--- src/hw/rtl/tpwl_pkg.sv ---
// ----------------------------------------------------------------------------
// tpwl_pkg
// Shared types, constants and segment tables for the piecewise-linear tanh core.
// ----------------------------------------------------------------------------
package tpwl_pkg;

    localparam int unsigned InWidth    = 32;
    localparam int unsigned OutWidth   = 16;
    localparam int unsigned SegShift   = 12;
    localparam int unsigned SegLast    = 40;
    localparam int unsigned SegWidth   = InWidth - SegShift;
    localparam int unsigned SegIdxW    = 6;
    localparam int unsigned OffWidth   = SegShift;
    localparam int unsigned BaseWidth  = 15;
    localparam int unsigned SlopeWidth = 12;
    localparam int unsigned FracShift  = 16;
    localparam int unsigned ScaledW    = OffWidth + 4;
    localparam int unsigned ProdWidth  = ScaledW + SlopeWidth;
    localparam int unsigned AccWidth   = BaseWidth + FracShift + 1;
    localparam int unsigned MagWidth   = OutWidth - 1;

    localparam logic [MagWidth-1:0] SatMag = {MagWidth{1'b1}};

    // Looked-up segment word, front half to back half
    typedef struct packed {
        logic                  valid;
        logic                  neg;
        logic                  sat;
        logic [BaseWidth-1:0]  base;
        logic [SlopeWidth-1:0] slope;
        logic [OffWidth-1:0]   offset;
    } t_seg;

    function automatic logic [BaseWidth-1:0] seg_base(input logic [SegIdxW-1:0] idx);
        logic [BaseWidth-1:0] v;
        case (idx)
            6'd0:  v = 15'd0;      6'd1:  v = 15'd4075;   6'd2:  v = 15'd8025;
            6'd3:  v = 15'd11743;  6'd4:  v = 15'd15143;  6'd5:  v = 15'd18173;
            6'd6:  v = 15'd20813;  6'd7:  v = 15'd23066;  6'd8:  v = 15'd24956;
            6'd9:  v = 15'd26519;  6'd10: v = 15'd27797;  6'd11: v = 15'd28830;
            6'd12: v = 15'd29660;  6'd13: v = 15'd30322;  6'd14: v = 15'd30847;
            6'd15: v = 15'd31262;  6'd16: v = 15'd31589;  6'd17: v = 15'd31846;
            6'd18: v = 15'd32048;  6'd19: v = 15'd32206;  6'd20: v = 15'd32329;
            6'd21: v = 15'd32426;  6'd22: v = 15'd32501;  6'd23: v = 15'd32560;
            6'd24: v = 15'd32606;  6'd25: v = 15'd32642;  6'd26: v = 15'd32670;
            6'd27: v = 15'd32691;  6'd28: v = 15'd32708;  6'd29: v = 15'd32721;
            6'd30: v = 15'd32732;  6'd31: v = 15'd32740;  6'd32: v = 15'd32746;
            6'd33: v = 15'd32751;  6'd34: v = 15'd32755;  6'd35: v = 15'd32758;
            6'd36: v = 15'd32760;  6'd37: v = 15'd32762;  6'd38: v = 15'd32763;
            6'd39: v = 15'd32764;  6'd40: v = 15'd32765;
            default: v = '0;
        endcase
        return v;
    endfunction

    function automatic logic [SlopeWidth-1:0] seg_slope(input logic [SegIdxW-1:0] idx);
        logic [SlopeWidth-1:0] v;
        case (idx)
            6'd0:  v = 12'd4075;  6'd1:  v = 12'd3950;  6'd2:  v = 12'd3718;
            6'd3:  v = 12'd3400;  6'd4:  v = 12'd3030;  6'd5:  v = 12'd2640;
            6'd6:  v = 12'd2253;  6'd7:  v = 12'd1890;  6'd8:  v = 12'd1563;
            6'd9:  v = 12'd1278;  6'd10: v = 12'd1033;  6'd11: v = 12'd830;
            6'd12: v = 12'd662;   6'd13: v = 12'd525;   6'd14: v = 12'd415;
            6'd15: v = 12'd327;   6'd16: v = 12'd257;   6'd17: v = 12'd202;
            6'd18: v = 12'd158;   6'd19: v = 12'd123;   6'd20: v = 12'd97;
            6'd21: v = 12'd75;    6'd22: v = 12'd59;    6'd23: v = 12'd46;
            6'd24: v = 12'd36;    6'd25: v = 12'd28;    6'd26: v = 12'd21;
            6'd27: v = 12'd17;    6'd28: v = 12'd13;    6'd29: v = 12'd11;
            6'd30: v = 12'd8;     6'd31: v = 12'd6;     6'd32: v = 12'd5;
            6'd33: v = 12'd4;     6'd34: v = 12'd3;     6'd35: v = 12'd2;
            6'd36: v = 12'd2;     6'd37: v = 12'd1;     6'd38: v = 12'd1;
            6'd39: v = 12'd1;     6'd40: v = 12'd2;
            default: v = '0;
        endcase
        return v;
    endfunction

endpackage

--- src/hw/rtl/tpwl_front.sv ---
// ----------------------------------------------------------------------------
// tpwl_front
// Magnitude stage and segment lookup stage: two registered steps.
// ----------------------------------------------------------------------------
module tpwl_front (
    input  logic                                i_clk,
    input  logic                                i_rst_n,
    input  logic                                i_valid,
    input  logic signed [tpwl_pkg::InWidth-1:0] i_activation,
    output tpwl_pkg::t_seg                      o_seg
);
    import tpwl_pkg::*;

    logic                r_mag_valid;
    logic                r_mag_neg;
    logic [InWidth-1:0]  r_mag;
    logic [InWidth-1:0]  n_mag;
    logic [SegWidth-1:0] seg_full;
    logic                seg_over;
    logic [SegIdxW-1:0]  seg_idx;
    t_seg                r_seg;
    t_seg                n_seg;

    // Two's complement magnitude; the most negative input gives 2^31 unsigned
    assign n_mag = i_activation[InWidth-1] ? (~i_activation + 1'b1) : i_activation;

    always_ff @(posedge i_clk) begin
        if (!i_rst_n) begin
            r_mag_valid <= 1'b0;
        end else begin
            r_mag_valid <= i_valid;
        end
    end

    always_ff @(posedge i_clk) begin
        r_mag_neg <= i_activation[InWidth-1];
        r_mag     <= n_mag;
    end

    assign seg_full = r_mag[InWidth-1:SegShift];
    assign seg_over = seg_full > SegWidth'(SegLast);
    assign seg_idx  = seg_full[SegIdxW-1:0];

    always_comb begin
        n_seg        = '0;
        n_seg.valid  = r_mag_valid;
        n_seg.neg    = r_mag_neg;
        n_seg.sat    = seg_over;
        n_seg.base   = seg_base(seg_idx);
        n_seg.slope  = seg_slope(seg_idx);
        n_seg.offset = r_mag[OffWidth-1:0];
    end

    always_ff @(posedge i_clk) begin
        if (!i_rst_n) begin
            r_seg <= '0;
        end else begin
            r_seg <= n_seg;
        end
    end

    assign o_seg = r_seg;

endmodule

--- src/hw/rtl/tpwl_interp.sv ---
// ----------------------------------------------------------------------------
// tpwl_interp
// Slope multiply stage, then base add, saturation and sign restore.
// ----------------------------------------------------------------------------
module tpwl_interp (
    input  logic                                 i_clk,
    input  logic                                 i_rst_n,
    input  tpwl_pkg::t_seg                       i_seg,
    output logic                                 o_valid,
    output logic signed [tpwl_pkg::OutWidth-1:0] o_result
);
    import tpwl_pkg::*;

    logic                 r_mul_valid;
    logic                 r_mul_neg;
    logic                 r_mul_sat;
    logic [BaseWidth-1:0] r_mul_base;
    logic [ProdWidth-1:0] r_prod;
    logic [ProdWidth-1:0] n_prod;
    logic [ScaledW-1:0]   scaled_off;
    logic [AccWidth-1:0]  acc;
    logic [MagWidth-1:0]  mag;
    logic [OutWidth-1:0]  n_result;
    logic                 r_out_valid;
    logic [OutWidth-1:0]  r_result;

    assign scaled_off = {i_seg.offset, 4'b0000};
    assign n_prod     = ProdWidth'(scaled_off) * ProdWidth'(i_seg.slope);

    always_ff @(posedge i_clk) begin
        if (!i_rst_n) begin
            r_mul_valid <= 1'b0;
        end else begin
            r_mul_valid <= i_seg.valid;
        end
    end

    always_ff @(posedge i_clk) begin
        r_mul_neg  <= i_seg.neg;
        r_mul_sat  <= i_seg.sat;
        r_mul_base <= i_seg.base;
        r_prod     <= n_prod;
    end

    // Sum stays below 2^31, so no wrap before the fraction is dropped
    assign acc = {1'b0, r_mul_base, {FracShift{1'b0}}} + AccWidth'(r_prod);
    assign mag = r_mul_sat ? SatMag : acc[FracShift +: MagWidth];
    assign n_result = r_mul_neg ? (~{1'b0, mag} + 1'b1) : {1'b0, mag};

    always_ff @(posedge i_clk) begin
        if (!i_rst_n) begin
            r_out_valid <= 1'b0;
        end else begin
            r_out_valid <= r_mul_valid;
        end
    end

    always_ff @(posedge i_clk) begin
        r_result <= n_result;
    end

    assign o_valid  = r_out_valid;
    assign o_result = r_result;

endmodule

--- src/hw/rtl/tanh_piecewise_linear_lut_core.sv ---
// ----------------------------------------------------------------------------
// tanh_piecewise_linear_lut_core
// Piecewise-linear tanh of a signed 17.15 word, result in signed 1.15.
//
//   Channel   Direction  Handshake           Payload
//   input     in         start / busy        i_activation [31:0] signed
//   result    out        o_result_valid      o_result     [15:0] signed
//
// One word per cycle enters; its result follows it through the stages below.
// Stages: magnitude, segment table lookup, slope multiply, add and sign.
// busy is tied low: the pipeline never backs up and nothing stalls it.
// The receiver cannot stall; each result is presented for one cycle only.
// Synchronous active-low reset clears the valid bits of all stages.
// ----------------------------------------------------------------------------
module tanh_piecewise_linear_lut_core (
    input  logic                                 i_clk,
    input  logic                                 i_rst_n,
    input  logic                                 start,
    output logic                                 busy,
    input  logic signed [tpwl_pkg::InWidth-1:0]  i_activation,
    output logic                                 o_result_valid,
    output logic signed [tpwl_pkg::OutWidth-1:0] o_result
);
    import tpwl_pkg::*;

    t_seg seg;

    assign busy = 1'b0;

    tpwl_front u_front (
        .i_clk        (i_clk),
        .i_rst_n      (i_rst_n),
        .i_valid      (start),
        .i_activation (i_activation),
        .o_seg        (seg)
    );

    tpwl_interp u_interp (
        .i_clk    (i_clk),
        .i_rst_n  (i_rst_n),
        .i_seg    (seg),
        .o_valid  (o_result_valid),
        .o_result (o_result)
    );

    localparam logic signed [InWidth-1:0] SatPos = ((SegLast + 1) << SegShift);

    a_latency: assert property (@(posedge i_clk) disable iff (!i_rst_n)
        start |-> ##4 o_result_valid)
        else $error("accepted word did not produce a result after four cycles");

    a_no_phantom: assert property (@(posedge i_clk) disable iff (!i_rst_n)
        !start |-> ##4 !o_result_valid)
        else $error("result strobe without an accepted word");

    a_sat_pos: assert property (@(posedge i_clk) disable iff (!i_rst_n)
        (start && (i_activation >= SatPos)) |-> ##4 (o_result == 16'sd32767))
        else $error("large positive input did not saturate");

    a_sat_neg: assert property (@(posedge i_clk) disable iff (!i_rst_n)
        (start && (i_activation <= -SatPos)) |-> ##4 (o_result == -16'sd32767))
        else $error("large negative input did not saturate");

endmodule
--- config.mk ---
export PLATFORM = sky130hd
export DESIGN_NAME = tanh_piecewise_linear_lut_core
export DESIGN_NICKNAME = d
export VERILOG_FILES = /design/src/hw/rtl/tpwl_pkg.sv /design/src/hw/rtl/tpwl_front.sv /design/src/hw/rtl/tpwl_interp.sv /design/src/hw/rtl/tanh_piecewise_linear_lut_core.sv
export SDC_FILE = /design/constraint.sdc
export NUM_CORES = 1
export LEC_CHECK = 0
export ABC_AREA = 1
export BUFFER_PORTS_ARGS = -buffer_cell sky130_fd_sc_hd__buf_2
export CAP_MARGIN = 5
export CELL_PAD_IN_SITES_DETAIL_PLACEMENT = 1
export CELL_PAD_IN_SITES_GLOBAL_PLACEMENT = 2
export CORE_UTILIZATION = 30
export CTS_BUF_LIST = sky130_fd_sc_hd__clkbuf_16
export DETAILED_ROUTE_END_ITERATION = 12
export GPL_ROUTABILITY_DRIVEN = 0
export PLACE_DENSITY = 0.8
export RECOVER_POWER = 100
export SYNTH_ARGS = -nofsm -noshare
export SYNTH_HDL_FRONTEND = slang
export SYNTH_SLANG_ARGS = --single-unit
--- constraint.sdc ---
create_clock -name i_clk -period 6.06 [get_ports i_clk]
set_input_delay 1.212 -clock i_clk [delete_from_list [all_inputs] [get_ports i_clk]]
set_output_delay 1.212 -clock i_clk [all_outputs]
set_load 0.1 [all_outputs]
==> impl_metrics.toml <==
[clock_tree]
numCtsBuffers = 17
clkTransAtPathRegs_ns = 0.06
tritoncts = "yes"
cts_setup_buffers = 0
clockBufferDepth = 2
cts_resized = 0
h-tree-depth = 4
ctsHoldBuffers = 0
clock_tree.root_cell = "clkbuf_16"
clock_latency_ns = 0.42
cts.sinks = 123

[timing]
period_needed_ns = 5.08
skew_ns = 0.00772
setup_viol = 0
whs_ns = 0.328
finalCritPeriodShare_pct = 83.8
tightest_slew_ns = 1.17
relSlewSlack_pct = 22.3
rsz0062_at_grt = "no"
final.setup.tns_ns = 0
hold_viol_final = 0
maxSlewViolCount = 0
clock.fmax_ghz = 0.197

[final_layout]
multi_input_area_um2 = 6770
fillers = 4319
final_common_cell = "nand2_1"
layout_common_cells = "345 x nand2_1, 309 x inv_1, 123 x dfxtp_1"
n_antenna_cell = 0
drive_above_1_share_pct = 6.44
fin_nets = 1681
fin_cells = 1931
seqCellArea_um2 = 2460
syn_to_final_growth_pct = 10.5

[global_route]
gr-total-overflow = 0
met1_usage_pct = 21.6
grt_start_max_net_pins = 31
gr-usage-met2_pct = 28.5
antenna_found_initial = 0
grt_use_total_pct = 16.6
grt-busiest-layer = "met2"
grt_pass1_wl_mm = 47.6
grtUsageMet3_pct = 2.43
grt_pass1_vias = 9428

[status]
status = "finished, final reports clean"

[synth]
ys_seq_area_share_pct = 23.1
synth_nets = 1654
synth_edf_count = 0
synth.area.top_cells = "dfxtp_1 23%, fa_1 19%, nand2_1 12%, inv_1 11%, ha_1 9.7%"
synth_ff_type = "dfxtp_1"
ys_types = 52
yosysWarnings = 0
synth.avg_cell_area_um2 = 7.43
synth_top_area_share_pct = 23.1
async_flop_share_pct = 0
ys_ff_latch = 123
syn_inst = 1436
synth.largest_area_cell = "dfxtp_1"
syn_area_um2 = 10700

[job]
cap_violations = 0

[pwr]
power_switching_mw = 1.16
leakage_nw = 6.31
p_per_area_nw_per_um2 = 247
swShare_pct = 39.9
p_seq_share_pct = 35.0
p_int_mw = 1.75
peakVddDrop_mv = 0.187
p_comb_share_pct = 32.3
clockPowerShare_pct = 32.7

[critical_path]
path_max_fanout = 12
worstReg2RegEnd = "u_interp.r_prod[26]$_DFF_P_"
arrival_ns = 5.38
r2r_slack_ns = 0.98
crit_chain = "nand2_1 > fa_1 > inv_1 > fa_1 > fa_1 > fa_1 > inv_1 > fa_1 > inv_1 > ha_1 > a21oi_1 > o21ai_0 > a21o_1 > a21oi_1 > o21ai_0 > xor2_1"
startpoint_type = "flip-flop"
r2r-start = "u_front.o_seg[8]$_SDFF_PN0_"
critPathSlowestCell = "dfxtp_1"
cp_slowest_stage_delay_ns = 0.66
cp.required_ns = 6.36
r2r_cells = 16
cp_common_cell = "fa_1"
endpoint_kind = "flip-flop"
critical_path_class = "reg -> reg"

[place]
dp_cells = 1899
placement.io_buffers = 51
dpl.hpwl_mm = 23.5

[worst_hold_path]
hold_depth = 0
hold_path_end = "u_interp.r_mul_base[1]$_DFF_P_"
min_from = "u_front.o_seg[25]$_SDFF_PN0_"
hold_path_class = "reg -> reg"

[drt]
vias = 8857
first_pass_iters = 4
postRouteAntennaNets = 0
via_per_inst = 4.59
drt-wirelength-per-cell_um = 14.7
drc = 0
drt_wl_total_mm = 28.4
drt_iter0_drc = 393

[floorplanning]
start_util_pct = 30.7
die_x_um = 191
io_pins = 53
die_area_um2 = 36300
core_um2 = 34800
num_rows = 68
fp.dieH_um = 191
==> stage by stage <==
stage          power (mW)  util, %  cell area (µm²)  worst slack (ns)
2_1_floorplan        1.75        -            10700              1.35
3_3_place_gp         1.98     32.5            11300              1.06
3_5_place_dp         2.00     32.5            11300             0.976
4_1_cts              2.97     34.1            11900             0.981
5_1_grt              3.11     33.9            11800             0.682
6_report             2.91     33.9            11800             0.981
==> Yosys cell counts, drive strengths merged (2+ instances only) <==
library cell	number
nand2	353
xor2	36
nor3	9
a211oi	3
dfxtp	123
buf	10
o211ai	3
nor2	120
inv	313
a21oi	45
o21a	2
o31ai	5
clkbuf	35
o22ai	3
o21ai	65
nand3b	2
a221oi	2
a32o	3
nor4	6
a21o	3
fa	100
nand3	61
o21bai	4
o221ai	3
nand4	14
xnor2	14
a31oi	6
ha	83
==> flip-flops by register name, summed over array words and instances, names as in the netlist <==
register	cells
u_interp.r_mul_sat	1
u_interp.r_mul_base	15
u_front.r_mag_neg	1
u_interp.r_mul_valid	1
u_front.o_seg	42
u_front.r_mag	32
u_interp.o_result	16
u_interp.r_mul_neg	1
u_front.r_mag_valid	1
u_interp.r_prod	12
u_interp.o_valid	1
==> final cells by class <==
cell class / instances / share of cell area [%]
tap: 455 / 4.83
sequential: 123 / 20.9
inverter: 314 / 10.1
multi-input combinational: 954 / 57.4
clock inverter: 15 / 1.09
timing repair buffer: 53 / 2.06
clock buffer: 17 / 3.61
==> logic make-up after synthesis <==
kind of cell	Yosys count	synth area share [%]
adder cells (fa/ha/maj)	183	28.5
other	1	0.0351
AND/OR/NAND/NOR	568	22.9
buffers and inverters	359	13.1
AO/OA/AOI/OAI	152	8.30
flip-flops	123	23.1
XOR/XNOR	50	4.10
==> power groups by stage <==
stage	registers [mW]	logic [mW]	clock network [mW]
2_1_floorplan	1.16	0.589	0
3_3_place_gp	1.03	0.952	0
3_5_place_dp	1.04	0.963	0
4_1_cts	1.02	0.968	0.984
5_1_grt	1.03	1.06	1.02
6_report	1.02	0.941	0.951
==> critical path: cells and delay by family, from the launching register on <==
family,cells,cell delay [ns]
XOR/XNOR,1,0.16
adder cells (fa/ha/maj),6,2.92
AO/OA/AOI/OAI,5,0.91
buffers and inverters,3,0.14
AND/OR/NAND/NOR,1,0.15
flip-flops,1,0.66
==> worst max path at each step <==
stage / cells past startpoint / slack (ns) / end / from
2_1_floorplan: 17 / 1.35 / u_interp.r_prod[22]$_DFF_P_ / u_front.o_seg[20]$_SDFF_PP0_
3_3_place_gp: 16 / 1.06 / u_interp.r_prod[26]$_DFF_P_ / u_front.o_seg[8]$_SDFF_PN0_
3_5_place_dp: 16 / 0.98 / u_interp.r_prod[26]$_DFF_P_ / u_front.o_seg[9]$_SDFF_PN0_
4_1_cts: 16 / 0.98 / u_interp.r_prod[26]$_DFF_P_ / u_front.o_seg[9]$_SDFF_PN0_
5_1_grt: 18 / 0.68 / u_interp.r_prod[24]$_DFF_P_ / u_front.o_seg[23]$_SDFF_PP0_
6_report: 16 / 0.98 / u_interp.r_prod[26]$_DFF_P_ / u_front.o_seg[8]$_SDFF_PN0_
==> per-layer routing <==
metal  wire length, µm  vias up  share of wire [%]
met4               317        0                1.1
met1             13800     4275                 49
met5                 0        -                  0
met3               785       18                2.8
li1                  -     4418                  -
met2             13500      146                 48
Note: power is estimated with default switching activity, not from simulation.
